**src/rtl/ppsched_pkg.sv**
```systemverilog
// shared types and constants of the preemptive priority request scheduler
// no dependencies; imported by ppsched_fifo and the top level
package ppsched_pkg;

  localparam int unsigned QUEUE_DEPTH = 8;
  localparam int unsigned IDX_W       = (QUEUE_DEPTH > 1) ? $clog2(QUEUE_DEPTH) : 1;
  localparam int unsigned CNT_W       = $clog2(QUEUE_DEPTH + 1);
  localparam int unsigned ID_W        = 16;
  localparam int unsigned NUM_FIFOS   = 3;

  // fifo slots in the per-queue control vectors
  localparam logic [1:0] Q_HIGHEST = 2'd0;
  localparam logic [1:0] Q_HIGH    = 2'd1;
  localparam logic [1:0] Q_NORMAL  = 2'd2;

  typedef enum logic {
    OP_SUBMIT = 1'b0,
    OP_TICK   = 1'b1
  } opcode_e;

  typedef enum logic [1:0] {
    LVL_HIGHEST    = 2'd0,
    LVL_HIGH       = 2'd1,
    LVL_NORMAL     = 2'd2,
    LVL_BACKGROUND = 2'd3
  } level_e;

  typedef enum logic [1:0] {
    ST_OK      = 2'd0,
    ST_IGNORED = 2'd1,
    ST_DROPPED = 2'd2
  } status_e;

  typedef struct packed {
    logic full;
    logic empty;
  } fifo_stat_t;

endpackage

```
**src/rtl/ppsched_fifo.sv**
```systemverilog
// one request fifo of the scheduler: head and fill count with flop storage
// depends on ppsched_pkg
module ppsched_fifo (
  input  logic                         clk_i,
  input  logic                         rst_ni,
  input  logic                         clr_i,
  input  logic                         push_i,
  input  logic                         pop_i,
  input  logic [ppsched_pkg::ID_W-1:0] data_i,
  output logic [ppsched_pkg::ID_W-1:0] data_o,
  output ppsched_pkg::fifo_stat_t      stat_o
);
  import ppsched_pkg::*;

  logic [ID_W-1:0]  mem_q [QUEUE_DEPTH];
  logic [IDX_W-1:0] head_q, head_d;
  logic [CNT_W-1:0] count_q, count_d;
  logic [IDX_W:0]   tail_sum;
  logic [IDX_W-1:0] tail;
  logic             full, empty;
  logic             do_push, do_pop;

  assign full    = (count_q == CNT_W'(QUEUE_DEPTH));
  assign empty   = (count_q == '0);
  assign do_push = push_i && !full && !clr_i;
  assign do_pop  = pop_i && !empty && !clr_i;

  // head + count wraps at most once
  always_comb begin
    tail_sum = (IDX_W+1)'(head_q) + (IDX_W+1)'(count_q);
    if (tail_sum >= (IDX_W+1)'(QUEUE_DEPTH)) begin
      tail_sum = tail_sum - (IDX_W+1)'(QUEUE_DEPTH);
    end
    tail = tail_sum[IDX_W-1:0];
  end

  always_comb begin
    head_d  = head_q;
    count_d = count_q;
    if (clr_i) begin
      head_d  = '0;
      count_d = '0;
    end else begin
      if (do_pop) begin
        head_d  = (head_q == IDX_W'(QUEUE_DEPTH - 1)) ? '0 : head_q + 1'b1;
        count_d = count_q - 1'b1;
      end
      if (do_push) begin
        count_d = count_q + 1'b1;
      end
    end
  end

  always_ff @(posedge clk_i or negedge rst_ni) begin
    if (!rst_ni) begin
      head_q  <= '0;
      count_q <= '0;
    end else begin
      head_q  <= head_d;
      count_q <= count_d;
    end
  end

  always_ff @(posedge clk_i) begin
    if (do_push) begin
      mem_q[tail] <= data_i;
    end
  end

  assign data_o       = mem_q[head_q];
  assign stat_o.full  = full;
  assign stat_o.empty = empty;

  a_count_bound: assert property (@(posedge clk_i) disable iff (!rst_ni)
    count_q <= CNT_W'(QUEUE_DEPTH))
    else $error("fifo fill count beyond depth");

  a_clr_empties: assert property (@(posedge clk_i) disable iff (!rst_ni)
    clr_i |=> empty)
    else $error("fifo not empty after clear");

  a_push_grows: assert property (@(posedge clk_i) disable iff (!rst_ni)
    (push_i && !full && !clr_i && !pop_i) |=> count_q == $past(count_q) + 1'b1)
    else $error("fifo push lost");

endmodule

```
**src/rtl/preemptive_priority_request_scheduler.sv**
```systemverilog
// preemptive four-level request scheduler, top level
// depends on ppsched_pkg and ppsched_fifo
//
// usage:
//   an item is taken at a rising edge with start_i high and busy_o low; busy_o
//   stays low, so an item may be issued in every cycle
//   opcode_i selects submit (prio_i, request_id_i) or tick (all_done_i)
//   each item yields exactly one result, shown for one cycle with
//   result_valid_o high; the receiver cannot stall, results must be taken
//   latency: 2 cycles from the accepting edge to the edge that takes the
//   result (input register, then scheduling logic into the result register)
//   throughput: 1 item per cycle; every item touches only fifo heads/tails,
//   the background slot and a 3-way priority pick, so state is read and
//   updated within the one cycle an item spends in the work stage
//   reset: all fifos empty, background slot empty, active level background,
//   idle set, no result pending
//   levels: 0 highest, 1 high, 2 normal (8-deep fifos), 3 background (one
//   slot, overwritten by each background submit and re-dispatched on every
//   finished tick while all fifos are empty)
module preemptive_priority_request_scheduler (
  input  logic        clk_i,
  input  logic        rst_ni,
  input  logic        start_i,
  output logic        busy_o,
  input  logic        opcode_i,
  input  logic [1:0]  prio_i,
  input  logic [15:0] request_id_i,
  input  logic        all_done_i,
  output logic        result_valid_o,
  output logic [1:0]  status_o,
  output logic        cancel_o,
  output logic        dispatch_valid_o,
  output logic [15:0] dispatch_id_o,
  output logic [1:0]  active_level_o,
  output logic        idle_o
);
  import ppsched_pkg::*;

  // input register
  logic            in_vld_q;
  opcode_e         opcode_q;
  level_e          prio_q;
  logic [ID_W-1:0] rid_q;
  logic            all_done_q;

  // scheduler state
  level_e          act_q, act_d;
  logic            idle_q, idle_d;
  logic            bg_vld_q, bg_vld_d;
  logic [ID_W-1:0] bg_id_q, bg_id_d;

  // fifo controls and status
  logic [NUM_FIFOS-1:0] fifo_clr, fifo_push, fifo_pop;
  logic [ID_W-1:0]      fifo_head [NUM_FIFOS];
  fifo_stat_t           fifo_stat [NUM_FIFOS];

  // result register
  logic            res_vld_q;
  status_e         status_q, status_d;
  logic            cancel_q, cancel_d;
  logic            dvld_q, dvld_d;
  logic [ID_W-1:0] did_q, did_d;

  assign busy_o = 1'b0;

  always_ff @(posedge clk_i or negedge rst_ni) begin
    if (!rst_ni) begin
      in_vld_q <= 1'b0;
    end else begin
      in_vld_q <= start_i;
    end
  end

  always_ff @(posedge clk_i) begin
    if (start_i) begin
      opcode_q   <= opcode_e'(opcode_i);
      prio_q     <= level_e'(prio_i);
      rid_q      <= request_id_i;
      all_done_q <= all_done_i;
    end
  end

  for (genvar g = 0; g < NUM_FIFOS; g++) begin : g_fifo
    ppsched_fifo u_fifo (
      .clk_i  (clk_i),
      .rst_ni (rst_ni),
      .clr_i  (fifo_clr[g]),
      .push_i (fifo_push[g]),
      .pop_i  (fifo_pop[g]),
      .data_i (rid_q),
      .data_o (fifo_head[g]),
      .stat_o (fifo_stat[g])
    );
  end

  // one item per cycle: submit rules or tick dispatch
  always_comb begin
    fifo_clr  = '0;
    fifo_push = '0;
    fifo_pop  = '0;
    act_d     = act_q;
    idle_d    = idle_q;
    bg_vld_d  = bg_vld_q;
    bg_id_d   = bg_id_q;
    status_d  = ST_OK;
    cancel_d  = 1'b0;
    dvld_d    = 1'b0;
    did_d     = '0;
    if (in_vld_q) begin
      if (opcode_q == OP_SUBMIT) begin
        case (prio_q)
          LVL_HIGHEST: begin
            // preempt everything below and drop the background slot
            fifo_clr[Q_HIGH]      = 1'b1;
            fifo_clr[Q_NORMAL]    = 1'b1;
            bg_vld_d              = 1'b0;
            bg_id_d               = '0;
            cancel_d              = 1'b1;
            fifo_push[Q_HIGHEST]  = 1'b1;
            if (fifo_stat[Q_HIGHEST].full) status_d = ST_DROPPED;
          end
          LVL_HIGH: begin
            if (act_q == LVL_HIGHEST) begin
              status_d = ST_IGNORED;
            end else begin
              cancel_d          = (act_q != LVL_HIGH);
              fifo_push[Q_HIGH] = 1'b1;
              if (fifo_stat[Q_HIGH].full) status_d = ST_DROPPED;
            end
          end
          LVL_NORMAL: begin
            if (act_q == LVL_HIGHEST) begin
              status_d = ST_IGNORED;
            end else begin
              fifo_push[Q_NORMAL] = 1'b1;
              if (fifo_stat[Q_NORMAL].full) status_d = ST_DROPPED;
            end
          end
          default: begin
            if (act_q == LVL_HIGHEST) begin
              status_d = ST_IGNORED;
            end else begin
              bg_vld_d = 1'b1;
              bg_id_d  = rid_q;
            end
          end
        endcase
      end else begin
        idle_d = all_done_q;
        if (all_done_q) begin
          // pick the highest non-empty fifo, else fall back to background
          if (!fifo_stat[Q_HIGHEST].empty) begin
            fifo_pop[Q_HIGHEST] = 1'b1;
            did_d               = fifo_head[Q_HIGHEST];
            dvld_d              = 1'b1;
            act_d               = LVL_HIGHEST;
          end else if (!fifo_stat[Q_HIGH].empty) begin
            fifo_pop[Q_HIGH] = 1'b1;
            did_d            = fifo_head[Q_HIGH];
            dvld_d           = 1'b1;
            act_d            = LVL_HIGH;
          end else if (!fifo_stat[Q_NORMAL].empty) begin
            fifo_pop[Q_NORMAL] = 1'b1;
            did_d              = fifo_head[Q_NORMAL];
            dvld_d             = 1'b1;
            act_d              = LVL_NORMAL;
          end else begin
            act_d = LVL_BACKGROUND;
            if (bg_vld_q) begin
              dvld_d = 1'b1;
              did_d  = bg_id_q;
            end
          end
        end
      end
    end
  end

  always_ff @(posedge clk_i or negedge rst_ni) begin
    if (!rst_ni) begin
      act_q     <= LVL_BACKGROUND;
      idle_q    <= 1'b1;
      bg_vld_q  <= 1'b0;
      bg_id_q   <= '0;
      res_vld_q <= 1'b0;
    end else begin
      act_q     <= act_d;
      idle_q    <= idle_d;
      bg_vld_q  <= bg_vld_d;
      bg_id_q   <= bg_id_d;
      res_vld_q <= in_vld_q;
    end
  end

  always_ff @(posedge clk_i) begin
    if (in_vld_q) begin
      status_q <= status_d;
      cancel_q <= cancel_d;
      dvld_q   <= dvld_d;
      did_q    <= did_d;
    end
  end

  assign result_valid_o   = res_vld_q;
  assign status_o         = status_q;
  assign cancel_o         = cancel_q;
  assign dispatch_valid_o = dvld_q;
  assign dispatch_id_o    = did_q;
  assign active_level_o   = act_q;
  assign idle_o           = idle_q;

  a_result_follows: assert property (@(posedge clk_i) disable iff (!rst_ni)
    (start_i && !busy_o) |=> ##1 result_valid_o)
    else $error("accepted item produced no result");

  a_cancel_not_ignored: assert property (@(posedge clk_i) disable iff (!rst_ni)
    (result_valid_o && cancel_o) |-> (status_o != ST_IGNORED) && !dispatch_valid_o)
    else $error("cancel pulsed on an ignored submit or a tick");

  a_dispatch_when_done: assert property (@(posedge clk_i) disable iff (!rst_ni)
    (result_valid_o && dispatch_valid_o) |-> idle_o && (status_o == ST_OK))
    else $error("dispatch without finished tick");

  a_no_pop_on_submit: assert property (@(posedge clk_i) disable iff (!rst_ni)
    (in_vld_q && opcode_q == OP_SUBMIT) |-> (fifo_pop == '0))
    else $error("fifo popped on a submit");

  a_single_pop: assert property (@(posedge clk_i) disable iff (!rst_ni)
    $onehot0(fifo_pop))
    else $error("more than one fifo popped");

endmodule
```
**config.mk**
```make
export PLATFORM = sky130hd
export DESIGN_NAME = preemptive_priority_request_scheduler
export DESIGN_NICKNAME = d
export VERILOG_FILES = /design/src/rtl/ppsched_pkg.sv /design/src/rtl/ppsched_fifo.sv /design/src/rtl/preemptive_priority_request_scheduler.sv
export SDC_FILE = /design/constraint.sdc
export NUM_CORES = 1
export LEC_CHECK = 0
export ABC_AREA = 0
export CORE_MARGIN = 2
export CORE_UTILIZATION = 45
export CTS_CLUSTER_DIAMETER = 60
export DETAILED_ROUTE_END_ITERATION = 16
export DONT_BUFFER_PORTS = 1
export PLACE_DENSITY = 0.63
export SYNTH_ARGS = -nofsm -noshare
export SYNTH_HDL_FRONTEND = slang
export SYNTH_SLANG_ARGS = --single-unit
```
**constraint.sdc**
```tcl
create_clock -name clk_i -period 4.1 [get_ports clk_i]
set_input_delay 0.82 -clock clk_i [delete_from_list [all_inputs] [get_ports clk_i]]
set_output_delay 0.82 -clock clk_i [all_outputs]
set_load 0.02 [all_outputs]
```
==> metrics.txt, run 1 <==
# TYPE chip_impl_metric gauge
chip_impl_info{name="outcome",value="finished clean"} 1
chip_impl_metric{name="start_util",unit="%"} 45.33
chip_impl_metric{name="postSynthCellCount",unit=""} 1069
chip_impl_metric{name="dp.final_hpwl",unit="µm"} 23930
chip_impl_metric{name="synth.cell_area",unit="mm²"} 0.01889
chip_impl_metric{name="postLayoutCoreUtil",unit="%"} 50.80
chip_impl_metric{name="grt_util_all_layers",unit="%"} 17.86
chip_impl_metric{name="critical_path.max_stage_delay",unit="ps"} 470
chip_impl_info{name="worstSetupPathType",value="flop to flop"} 1
chip_impl_metric{name="max_cap_violations",unit=""} 0
chip_impl_metric{name="timing.critical_path.buf_inv",unit=""} 2
chip_impl_metric{name="postRouteAntennaNets",unit=""} 0
chip_impl_info{name="critical_path.endpoint_type",value="flop"} 1
chip_impl_info{name="worst_setup_path_startpoint",value="prio_q[0]"} 1
chip_impl_metric{name="fp.dieArea",unit="mm²"} 0.04362
chip_impl_info{name="yosys_most_used_dff",value="edfxtp_1"} 1
chip_impl_metric{name="worst_ep_required_time",unit="ps"} 4580
chip_impl_metric{name="setup_violations",unit=""} 0
chip_impl_info{name="ys_top_cells_by_area",value="edfxtp_1 67%, mux4_2 5.7%, dfrtp_1 5.3%"} 1
chip_impl_metric{name="skew",unit="ps"} 13.59
chip_impl_info{name="setup.worst_path.start_class",value="flop"} 1
chip_impl_metric{name="slew_viol_final",unit=""} 0
chip_impl_metric{name="vias",unit=""} 9547
chip_impl_metric{name="synth_fp_nets",unit=""} 1117
chip_impl_metric{name="cts.path.max_buffers",unit=""} 3
chip_impl_metric{name="p_int",unit="mW"} 9.055
chip_impl_metric{name="ctsHoldBuffers",unit=""} 1
chip_impl_info{name="cts_tree",value="built"} 1
chip_impl_metric{name="post-route-min-period",unit="ps"} 2955
chip_impl_metric{name="clkSinkCount",unit=""} 467
chip_impl_metric{name="layout.cell_area.non_filler",unit="mm²"} 0.02117
chip_impl_info{name="cts-root-buf",value="clkbuf_16"} 1
chip_impl_info{name="setup_repair_after_global_routing_missed_its_margin",value="false"} 1
chip_impl_metric{name="regToRegSetupSlack",unit="ps"} 1150
chip_impl_metric{name="synth.yosys.warnings",unit=""} 0
chip_impl_metric{name="number_of_antenna_violations_at_the_first_check_in_global_routing",unit=""} 0
chip_impl_metric{name="pwr-share-seq",unit="%"} 47.1
chip_impl_metric{name="gp_congestion",unit=""} 0.7722
chip_impl_metric{name="antenna_cells_inserted",unit=""} 0
chip_impl_metric{name="worst_skew_pair.late_latency",unit="ps"} 560
chip_impl_metric{name="synth-edff-count",unit=""} 424
chip_impl_metric{name="fmaxAchievable",unit="MHz"} 338.4
chip_impl_metric{name="vdd_drop_max",unit="mV"} 0.3625
chip_impl_info{name="r2r_end",value="g_fifo[0].u_fifo.count_q[3]"} 1
chip_impl_metric{name="clkTransAtPathRegs",unit="ps"} 60
chip_impl_metric{name="final_layout_size_suffix_gt1_share",unit="%"} 19.67
chip_impl_info{name="yosys.area.top_type",value="edfxtp_1"} 1
chip_impl_metric{name="cts_setup_buffers",unit=""} 0
chip_impl_metric{name="drt-wirelength-per-cell",unit="µm"} 22.76
chip_impl_metric{name="cts_resized",unit=""} 0
chip_impl_metric{name="chipWidth",unit="µm"} 208.9
chip_impl_metric{name="std_cell_rows",unit=""} 75
chip_impl_info{name="worstHoldPathType",value="primary input to asynchronous set/reset pin"} 1
chip_impl_metric{name="synth_async_sr_flop_share",unit="%"} 9.208
chip_impl_metric{name="critical_path_peak_fanout",unit=""} 16
chip_impl_metric{name="global_route.overflow_total",unit=""} 0
chip_impl_metric{name="combinational_fraction_of_design_power",unit="%"} 20.6
chip_impl_metric{name="worstSetupPathDepth",unit=""} 10
chip_impl_metric{name="ios",unit=""} 48
chip_impl_metric{name="final_min_period_over_clock_period",unit="%"} 72.07
chip_impl_metric{name="standard_cell_core_area",unit="mm²"} 0.04167
chip_impl_metric{name="p_leak",unit="nW"} 6.979
chip_impl_metric{name="cts_made_buffers",unit=""} 47
chip_impl_metric{name="net-switching-power",unit="mW"} 3.755
chip_impl_metric{name="synth_cell_type_count",unit=""} 58
chip_impl_metric{name="powerDensity",unit="mW/mm²"} 605.2
chip_impl_metric{name="area.growth.synth_to_final",unit="%"} 12.07
chip_impl_metric{name="switching_share_of_power",unit="%"} 29.31
chip_impl_metric{name="detailedRoute.firstPassIterationCount",unit=""} 5
chip_impl_info{name="critPathTopFamily",value="adder cells"} 1
chip_impl_metric{name="wire_length_of_the_first_global_routing_pass",unit="µm"} 58920
chip_impl_metric{name="reg2reg_depth",unit=""} 10
chip_impl_metric{name="drc",unit=""} 0
chip_impl_info{name="timing.critical_path.slowest_stage_cell",value="ha_1"} 1
chip_impl_metric{name="die_y",unit="µm"} 208.9
chip_impl_metric{name="dpl-instance-area",unit="mm²"} 0.01965
chip_impl_metric{name="synth_top_area_share",unit="%"} 67.41
chip_impl_metric{name="layout.nets",unit=""} 1151
chip_impl_metric{name="worst_pin_slew",unit="ps"} 1046
chip_impl_info{name="cp_cell_sequence",value="inv_1 > ha_1 > nand2_1 > a21oi_1 > inv_2 > ha_1 > a21o_1 > a21oi_1 > mux2i_1 > xor2_1"} 1
chip_impl_metric{name="report.power.total",unit="mW"} 12.81
chip_impl_metric{name="grt_start_max_net_pins",unit=""} 56
chip_impl_metric{name="timing_hold_violations_final",unit=""} 0
chip_impl_metric{name="vias_per_cell",unit=""} 5.690
chip_impl_metric{name="synth_seq_area_share",unit="%"} 73.13
chip_impl_info{name="endpoint_of_the_worst_setup_timing_path",value="g_fifo[0].u_fifo.count_q[3]"} 1
chip_impl_metric{name="ys_seq_elements",unit=""} 467
chip_impl_metric{name="wl",unit="µm"} 38190
chip_impl_metric{name="avgSynthCellArea",unit="µm²"} 17.67
chip_impl_metric{name="power_frac_clock",unit="%"} 32.3
chip_impl_metric{name="setup_tns",unit="ps"} 0
chip_impl_metric{name="cts.htree.levels",unit=""} 2
chip_impl_metric{name="slew_headroom",unit="%"} 30.29
chip_impl_metric{name="numPortBuffers",unit=""} 0
chip_impl_metric{name="drt-initial-drc-count",unit=""} 723
chip_impl_metric{name="fin_hold_ws",unit="ps"} 112.2
chip_impl_metric{name="arrival_time_of_the_worst_setup_path",unit="ps"} 3430
chip_impl_info{name="rr_startpoint",value="prio_q[0]"} 1
chip_impl_metric{name="first_global_vias",unit=""} 9609
==> cell type report <==
class | count | area (µm²)
clock inverter | 20 | 157.7
multi-input combinational | 540 | 4846
clock buffer | 65 | 1336
fill | 3388 | 20500
inverter | 10 | 37.54
timing repair buffer | 37 | 297.8
sequential | 467 | 13820
tap | 539 | 674.4
==> flip-flops by register name, indices dropped and copies added (netlist names) <==
| signal | flops |
|---|---|
| all_done_q | 1 |
| prio_q | 2 |
| cancel_o | 1 |
| in_vld_q | 1 |
| result_valid_o | 1 |
| active_level_o | 2 |
| g_fifo.u_fifo.count_q | 12 |
| bg_vld_q | 1 |
| g_fifo.u_fifo.head_q | 9 |
| idle_o | 1 |
| opcode_q | 1 |
| rid_q | 16 |
| status_o | 2 |
| bg_id_q | 16 |
| dispatch_valid_o | 1 |
| g_fifo.u_fifo.mem_q | 384 |
| dispatch_id_o | 16 |
==> routing by layer <==
| layer | global-route usage [%] | part of all wire (%) |
|---|---|---|
| met1 | 26.74 | 47 |
| met2 | 27.62 | 46 |
| met3 | 2.885 | 5.2 |
| met4 | 4.286 | 1.8 |
| met5 | 0 | 0 |
==> Yosys cell counts, drive strengths merged, types with 2 or more instances <==
cell    number
mux4        48
a21oi       35
dfrtp       40
or4          2
xor2         6
buf         30
and2         3
mux2        39
ha          19
a221oi       8
inv         10
a22oi       16
o22ai       28
xnor2        8
nor4         7
a211o       12
nand3        4
mux2i       76
nor3        24
or2          2
o21ai       19
o21bai      12
dfstp        3
nor2        34
fa           6
edfxtp     424
nand3b      18
nand2b       9
nor2b        5
a21o         4
nand2       62
clkbuf      22
o31ai       12
a211oi      13
==> logic make-up (layout without fill, tap and decap cells) <==
group	Yosys count	after routing	share of synthesized area, %
DFF	467	467	73.13
xor gates and xnor gates	14	14	0.6492
AOI/OAI and AO/OA	162	162	5.677
muxes	163	163	12.08
buffers and inverters	62	132	1.544
and+or+nand+nor	175	175	5.008
other	1	1	0.01986
adders and majority gates	25	25	1.895
==> power groups by stage <==
stage / registers, mW / logic (mW) / clock network (mW)
after CTS: 6.04 / 2.64 / 4.22
after global routing: 6.09 / 2.89 / 4.40
after global placement: 6.13 / 2.58 / 0
after detailed placement: 6.14 / 2.61 / 0
after floorplan: 5.94 / 2.10 / 0
final: 6.03 / 2.63 / 4.14
==> how the worst min path moves through the flow <==
stage,from,endpoint,slack (ps)
finish,rst_ni,active_level_o[1],110
global route,rst_ni,active_level_o[1],90
CTS,rst_ni,active_level_o[1],90
detailed placement,bg_id_q[6],bg_id_q[6],460
global placement,bg_id_q[2],bg_id_q[2],450
floorplan,bg_id_q[0],bg_id_q[0],440
==> cell usage in the layout (no fill, tap or decap), drive strengths merged, types with 8 or more instances in the layout <==
cell    synthesis  final
ha             19     19
nand2          62     62
mux2i          76     76
a221oi          8      8
nor2           34     34
o21bai         12     12
nand3b         18     18
a211o          12     12
dfrtp          40     40
a22oi          16     16
mux2           39     39
clkbuf         22     65
mux4           48     48
o31ai          12     12
nand2b          9      9
edfxtp        424    424
o22ai          28     28
o21ai          19     19
a21oi          35     35
inv            10     12
xnor2           8      8
clkinv          0     14
nor3           24     24
a211oi         13     13
buf            30     37
==> through the flow <==
stage | std cells | setup slack, ps
after detailed placement | 1592 | 1126
after floorplan | 1069 | 565.0
after global routing | 1678 | 948.8
final | 1678 | 1145
after global placement | 1592 | 1323
after CTS | 1678 | 1111
==> worst register-to-register path: cells and delay by family, from the launching register on <==
kind                       cells  cell delay [ps]
muxes                          1              260
adders and majority gates      2              780
xor gates and xnor gates       1              160
DFF                            1              420
and+or+nand+nor                1              290
buffers and inverters          2              250
AOI/OAI and AO/OA              3              750
No activity file was read; power rests on OpenSTA's default activity.
==> run 2: changes to the inputs <==
clock period = 2.8 ns   (was 4.1 ns; I/O delays follow)
==> metrics.txt, run 2 (synthesis gave the netlist of run 1 again) <==
# TYPE chip_impl_metric gauge
chip_impl_metric{name="first_global_vias",unit=""} 9671
chip_impl_metric{name="dp_slack",unit="ps"} 236.3
chip_impl_metric{name="postRouteAntennaNets",unit=""} 0
chip_impl_metric{name="max_cap_violations",unit=""} 0
chip_impl_metric{name="cts_setup_buffers",unit=""} 0
chip_impl_metric{name="numPortBuffers",unit=""} 0
chip_impl_metric{name="dp.final_hpwl",unit="µm"} 24430
chip_impl_metric{name="area.growth.synth_to_final",unit="%"} 13.14
chip_impl_info{name="setup.worst_path.start_class",value="flop"} 1
chip_impl_metric{name="fp.dieArea",unit="mm²"} 0.04362
chip_impl_metric{name="final_layout_size_suffix_gt1_share",unit="%"} 21.36
chip_impl_metric{name="drt-initial-drc-count",unit=""} 819
chip_impl_metric{name="slew_headroom",unit="%"} 37.02
chip_impl_metric{name="number_of_antenna_violations_at_the_first_check_in_global_routing",unit=""} 0
chip_impl_metric{name="powerDensity",unit="mW/mm²"} 872.8
chip_impl_metric{name="std_cell_rows",unit=""} 75
chip_impl_metric{name="clkTransAtPathRegs",unit="ps"} 60
chip_impl_metric{name="slew_viol_final",unit=""} 0
chip_impl_metric{name="timing_hold_violations_final",unit=""} 0
chip_impl_metric{name="wl",unit="µm"} 37830
chip_impl_info{name="regMostFlops",value="g_fifo.u_fifo.mem_q"} 1
chip_impl_metric{name="postLayoutSetupSlackWorst",unit="ps"} 277.8
chip_impl_metric{name="worst_skew_pair.late_latency",unit="ps"} 560
chip_impl_metric{name="final_min_period_over_clock_period",unit="%"} 90.08
chip_impl_metric{name="grt_util_all_layers",unit="%"} 17.72
chip_impl_info{name="cts_tree",value="built"} 1
chip_impl_metric{name="largest_register_ff_count",unit=""} 384
chip_impl_metric{name="die_y",unit="µm"} 208.9
chip_impl_metric{name="wire_length_of_the_first_global_routing_pass",unit="µm"} 58800
chip_impl_metric{name="chipWidth",unit="µm"} 208.9
chip_impl_info{name="mostFrequentLayoutCells",value="424 x edfxtp_1, 76 x mux2i_1, 60 x nand2_1, 49 x clkbuf_16, 49 x buf_4"} 1
chip_impl_info{name="cts-root-buf",value="clkbuf_16"} 1
chip_impl_metric{name="start_util",unit="%"} 45.33
chip_impl_metric{name="drc",unit=""} 0
chip_impl_metric{name="cts_made_buffers",unit=""} 47
chip_impl_metric{name="clkSinkCount",unit=""} 467
chip_impl_info{name="final_common_cell",value="edfxtp_1"} 1
chip_impl_metric{name="critical_path_peak_fanout",unit=""} 6
chip_impl_metric{name="arrival_time_of_the_worst_setup_path",unit="ps"} 2980
chip_impl_metric{name="layout.nets",unit=""} 1172
chip_impl_metric{name="standard_cell_core_area",unit="mm²"} 0.04167
chip_impl_info{name="outcome",value="finished clean"} 1
chip_impl_metric{name="worst_ep_required_time",unit="ps"} 3260
chip_impl_metric{name="ios",unit=""} 48
chip_impl_metric{name="report.power.total",unit="mW"} 18.65
chip_impl_metric{name="post-route-min-period",unit="ps"} 2522
chip_impl_metric{name="gp_congestion",unit=""} 0.8076
chip_impl_metric{name="fmaxAchievable",unit="MHz"} 396.5
chip_impl_info{name="worstSetupPathType",value="flop to flop"} 1
chip_impl_info{name="critical_path.endpoint_type",value="flop"} 1
chip_impl_metric{name="vdd_drop_max",unit="mV"} 0.7837
chip_impl_metric{name="vias_per_cell",unit=""} 5.633
chip_impl_metric{name="global_route.overflow_total",unit=""} 0
chip_impl_metric{name="setup_violations",unit=""} 0
chip_impl_metric{name="drt-wirelength-per-cell",unit="µm"} 22.25
chip_impl_metric{name="detailedRoute.firstPassIterationCount",unit=""} 5
chip_impl_metric{name="antenna_cells_inserted",unit=""} 0
chip_impl_info{name="setup_repair_after_global_routing_missed_its_margin",value="false"} 1
chip_impl_metric{name="dp.cells",unit=""} 1612
chip_impl_metric{name="grt_start_max_net_pins",unit=""} 56
chip_impl_metric{name="skew",unit="ps"} 16.29
chip_impl_info{name="worstHoldPathType",value="primary input to flop"} 1
chip_impl_metric{name="worst_pin_slew",unit="ps"} 944.8
chip_impl_metric{name="cts.htree.levels",unit=""} 2
chip_impl_metric{name="cts.path.max_buffers",unit=""} 3
chip_impl_metric{name="setup_tns",unit="ps"} 0
chip_impl_metric{name="vias",unit=""} 9576
chip_impl_metric{name="final-instance-count-excl-fill",unit=""} 1700
chip_impl_metric{name="p_leak",unit="nW"} 7.081
-- run 2: final timing paths --
| check | start | slack (ps) | endpoint | depth (start not counted) |
|---|---|---|---|---|
| hold reg to reg | bg_id_q[3] | 470 | bg_id_q[3] | 2 |
| max in group asynchronous | rst_ni | 1990 | idle_o | 2 |
| setup reg to reg | active_level_o[0] | 280 | g_fifo[2].u_fifo.count_q[3] | 9 |
| min in group asynchronous | rst_ni | 530 | bg_id_q[1] | 2 |
| setup / recovery | active_level_o[0] | 280 | g_fifo[2].u_fifo.count_q[3] | 9 |
| hold / removal | start_i | 50 | in_vld_q | 0 |
-- run 2: area by class of cell --
cell class	count	area (µm²)
clock inverter	20	102.6
timing repair buffer	58	545.5
tap	539	674.4
clock buffer	66	1320
inverter	10	37.54
fill	3380	20300
multi-input combinational	540	4872
sequential	467	13820
-- run 2: worst max-delay path, stage by stage, from the launching register on --
cell and delay [ps]:
dfstp_2 620, nor2_1 110, nor3_1 260, and3_2 300, inv_1 90, ha_1 270
a21o_1 180, a21oi_1 170, mux2i_1 230, mux2i_1 210
-- run 2: timing repair --
action | 4_1_cts | 5_1_grt
hold buffers | 2 | 0
endpoints found under the setup margin | 0 | 1
resized for setup | 0 | 1
endpoints found under the hold margin | 43 | 0
-- run 2: routing by layer --
metal  vias up  track usage (%)  share of wire (%)
met5         -                0                  0
met4         0            4.778                1.8
li1       4366                -                  -
met3        51            3.006                5.1
met2       255            28.00                 47
met1      4904            25.69                 46
-- run 2: power breakdown --
| group | internal [mW] | switching [mW] | total [mW] |
|---|---|---|---|
| registers | 8.14 | 0.585 | 8.73 |
| logic | 1.75 | 2.40 | 4.16 |
| clock network | 3.29 | 2.48 | 5.77 |
-- run 2: metrics by stage --
| stage | hold slack, ps | cell area (µm²) | utilization [%] |
|---|---|---|---|
| detailed placement | 265.1 | 19910 | 47.78 |
| floorplan | 264.4 | 18960 | - |
| global placement | 265.3 | 19910 | 47.78 |
| global route | 25.77 | 21370 | 51.29 |
| CTS | 19.77 | 21370 | 51.29 |
| finish | 52.78 | 21370 | 51.29 |
==> run 3: changes to the inputs <==
CORE_UTILIZATION = 30   (was 45)
PLACE_DENSITY = 0.47   (was 0.63)
==> metrics.txt, run 3 (synthesis gave the netlist of run 1 again) <==
# TYPE chip_impl_metric gauge
chip_impl_metric{name="power_frac_clock",unit="%"} 32.7
chip_impl_info{name="setup.worst_path.start_class",value="flop"} 1
chip_impl_metric{name="critical_path.max_stage_delay",unit="ps"} 640
chip_impl_metric{name="clkSinkCount",unit=""} 467
chip_impl_metric{name="worst_skew_pair.late_latency",unit="ps"} 580
chip_impl_metric{name="chipWidth",unit="µm"} 254.9
chip_impl_metric{name="arrival_time_of_the_worst_setup_path",unit="ps"} 3090
chip_impl_metric{name="first_global_vias",unit=""} 9907
chip_impl_metric{name="die_y",unit="µm"} 254.9
chip_impl_metric{name="drt-wirelength-per-cell",unit="µm"} 21.31
chip_impl_metric{name="std_cell_rows",unit=""} 91
chip_impl_metric{name="global_route.overflow_total",unit=""} 0
chip_impl_metric{name="vdd_drop_max",unit="mV"} 0.5922
chip_impl_metric{name="gp_congestion",unit=""} 0.7306
chip_impl_metric{name="number_of_antenna_violations_at_the_first_check_in_global_routing",unit=""} 1
chip_impl_metric{name="powerDensity",unit="mW/mm²"} 880.9
chip_impl_metric{name="grt_start_max_net_pins",unit=""} 56
chip_impl_metric{name="cts_setup_buffers",unit=""} 0
chip_impl_metric{name="post-route-min-period",unit="ps"} 2581
chip_impl_metric{name="cts.htree.levels",unit=""} 2
chip_impl_metric{name="vias_per_cell",unit=""} 4.799
chip_impl_metric{name="pwr-share-seq",unit="%"} 44.9
chip_impl_metric{name="wl",unit="µm"} 42910
chip_impl_info{name="final_common_cell",value="edfxtp_1"} 1
chip_impl_metric{name="final_layout_size_suffix_gt1_share",unit="%"} 21.92
chip_impl_metric{name="holdPathStages",unit=""} 0
chip_impl_metric{name="p_leak",unit="nW"} 7.212
chip_impl_metric{name="ctsHoldBuffers",unit=""} 3
chip_impl_metric{name="timing_hold_violations_final",unit=""} 0
chip_impl_metric{name="clkTransAtPathRegs",unit="ps"} 60
chip_impl_info{name="outcome",value="finished clean"} 1
chip_impl_metric{name="area.growth.synth_to_final",unit="%"} 16.74
chip_impl_info{name="rr_startpoint",value="g_fifo[1].u_fifo.count_q[1]"} 1
chip_impl_metric{name="worst_ep_required_time",unit="ps"} 3310
chip_impl_metric{name="dp.cells",unit=""} 1917
chip_impl_metric{name="worst_pin_slew",unit="ps"} 1016
chip_impl_metric{name="detailedRoute.firstPassIterationCount",unit=""} 4
chip_impl_metric{name="drt-initial-drc-count",unit=""} 592
chip_impl_metric{name="dp.final_hpwl",unit="µm"} 26710
chip_impl_metric{name="largest_register_ff_count",unit=""} 384
chip_impl_metric{name="grt_util_all_layers",unit="%"} 13.56
chip_impl_info{name="worstSetupPathType",value="flop to flop"} 1
chip_impl_info{name="regMostFlops",value="g_fifo.u_fifo.mem_q"} 1
chip_impl_metric{name="vias",unit=""} 9666
chip_impl_metric{name="slew_viol_final",unit=""} 0
chip_impl_info{name="path_common_cell",value="a21oi_1"} 1
chip_impl_metric{name="switching_share_of_power",unit="%"} 29.83
chip_impl_metric{name="standard_cell_core_area",unit="mm²"} 0.06194
chip_impl_metric{name="postRouteAntennaNets",unit=""} 0
chip_impl_info{name="worstHoldPathType",value="primary input to flop"} 1
chip_impl_info{name="r2r_end",value="g_fifo[1].u_fifo.count_q[3]"} 1
chip_impl_metric{name="numPortBuffers",unit=""} 0
chip_impl_metric{name="antenna_cells_inserted",unit=""} 0
chip_impl_info{name="cts-root-buf",value="clkbuf_16"} 1
chip_impl_metric{name="p_int",unit="mW"} 13.63
chip_impl_metric{name="cts_resized",unit=""} 0
chip_impl_metric{name="reg2reg_depth",unit=""} 9
chip_impl_metric{name="fp.dieArea",unit="mm²"} 0.06498
chip_impl_metric{name="skew",unit="ps"} 11.01
chip_impl_metric{name="max_cap_violations",unit=""} 0
chip_impl_metric{name="regToRegSetupSlack",unit="ps"} 220
chip_impl_metric{name="cts_made_buffers",unit=""} 51
chip_impl_metric{name="layout.nets",unit=""} 1184
chip_impl_info{name="timing.critical_path.slowest_stage_cell",value="nor4b_1"} 1
chip_impl_metric{name="ios",unit=""} 48
chip_impl_metric{name="critical_path_peak_fanout",unit=""} 6
chip_impl_info{name="mostFrequentLayoutCells",value="424 x edfxtp_1, 76 x mux2i_1, 60 x nand2_1, 53 x clkbuf_16, 49 x buf_4"} 1
chip_impl_metric{name="dpl-instance-area",unit="mm²"} 0.02042
chip_impl_metric{name="layout.cell_area.non_filler",unit="mm²"} 0.02205
chip_impl_metric{name="setup_violations",unit=""} 0
chip_impl_metric{name="cts.path.max_buffers",unit=""} 3
chip_impl_metric{name="final-instance-count-excl-fill",unit=""} 2014
chip_impl_info{name="setup_repair_after_global_routing_missed_its_margin",value="false"} 1
chip_impl_metric{name="final.fill_count",unit=""} 5907
chip_impl_info{name="cts_tree",value="built"} 1
chip_impl_metric{name="net-switching-power",unit="mW"} 5.794
chip_impl_info{name="cp_cell_sequence",value="nor4b_1 > nor4_2 > inv_2 > ha_1 > a21o_1 > a21oi_1 > nand2_2 > a31o_1 > a21oi_1"} 1
chip_impl_metric{name="slew_headroom",unit="%"} 32.26
chip_impl_metric{name="final_min_period_over_clock_period",unit="%"} 92.17
chip_impl_metric{name="fmaxAchievable",unit="MHz"} 387.5
chip_impl_metric{name="fin_hold_ws",unit="ps"} 73.94
chip_impl_metric{name="wire_length_of_the_first_global_routing_pass",unit="µm"} 65220
chip_impl_metric{name="start_util",unit="%"} 30.49
chip_impl_info{name="timing.hold.worst_endpoint",value="prio_q[0]"} 1
chip_impl_metric{name="combinational_fraction_of_design_power",unit="%"} 22.4
chip_impl_metric{name="drc",unit=""} 0
chip_impl_info{name="critical_path.endpoint_type",value="flop"} 1
chip_impl_info{name="hp-start",value="prio_i[0]"} 1
-- run 3: stage by stage --
step	setup TNS (ps)	total power, mW	worst slack [ps]	utilization (%)
5_1_grt	0	20.40	64.59	35.60
3_5_place_dp	0	13.25	254.5	32.97
3_3_place_gp	0	13.22	296.4	32.97
6_report	0	19.42	219.4	35.60
2_1_floorplan	-12300	11.88	-369.0	-
4_1_cts	0	19.69	232.9	35.60
-- run 3: layer usage --
layer | global-route usage [%] | share of wire (%) | up-vias
met1 | 20.17 | 50 | 5031
met5 | 0 | 0 | -
met4 | 4.027 | 1.9 | 0
li1 | - | - | 4398
met3 | 2.522 | 4.2 | 50
met2 | 20.09 | 44 | 187
-- run 3: power by group through the flow --
stage / clock, mW / combinational (mW) / sequential, mW
4_1_cts: 6.55 / 4.40 / 8.74
6_report: 6.35 / 4.35 / 8.72
5_1_grt: 6.82 / 4.77 / 8.80
3_3_place_gp: 0 / 4.36 / 8.86
2_1_floorplan: 0 / 3.19 / 8.69
3_5_place_dp: 0 / 4.37 / 8.88
-- run 3: layout make-up --
cell class / instances / area (µm²) / area share (%)
clock inverters: 21 / 138.9 / 0.6299
multi-input cells: 540 / 4871 / 22.09
inverters: 10 / 37.54 / 0.1702
clock buffers: 73 / 1441 / 6.537
well taps: 837 / 1047 / 4.750
repair buffers: 66 / 695.7 / 3.155
flip-flops and latches: 467 / 13820 / 62.67
-- run 3: worst max-delay path by stage --
| stage | slack (ps) | from | cells past startpoint | to |
|---|---|---|---|---|
| floorplan | -370 | in_vld_q | 6 | g_fifo[2].u_fifo.mem_q[0][0] |
| global placement | 300 | g_fifo[1].u_fifo.count_q[1] | 9 | g_fifo[1].u_fifo.count_q[3] |
| detailed placement | 250 | g_fifo[1].u_fifo.count_q[1] | 9 | g_fifo[1].u_fifo.count_q[3] |
| CTS | 230 | g_fifo[1].u_fifo.count_q[1] | 9 | g_fifo[1].u_fifo.count_q[3] |
| global route | 60 | prio_q[1] | 10 | g_fifo[0].u_fifo.count_q[3] |
| finish | 220 | g_fifo[1].u_fifo.count_q[1] | 9 | g_fifo[1].u_fifo.count_q[3] |
-- run 3: critical path, delay by kind of cell (launching register included) --
kind	cells	cell delay, ps
DFF	1	490
AOI/OAI and AO/OA	4	760
buffers and inverters	1	130
adders and majority gates	1	230
and+or+nand+nor	3	890
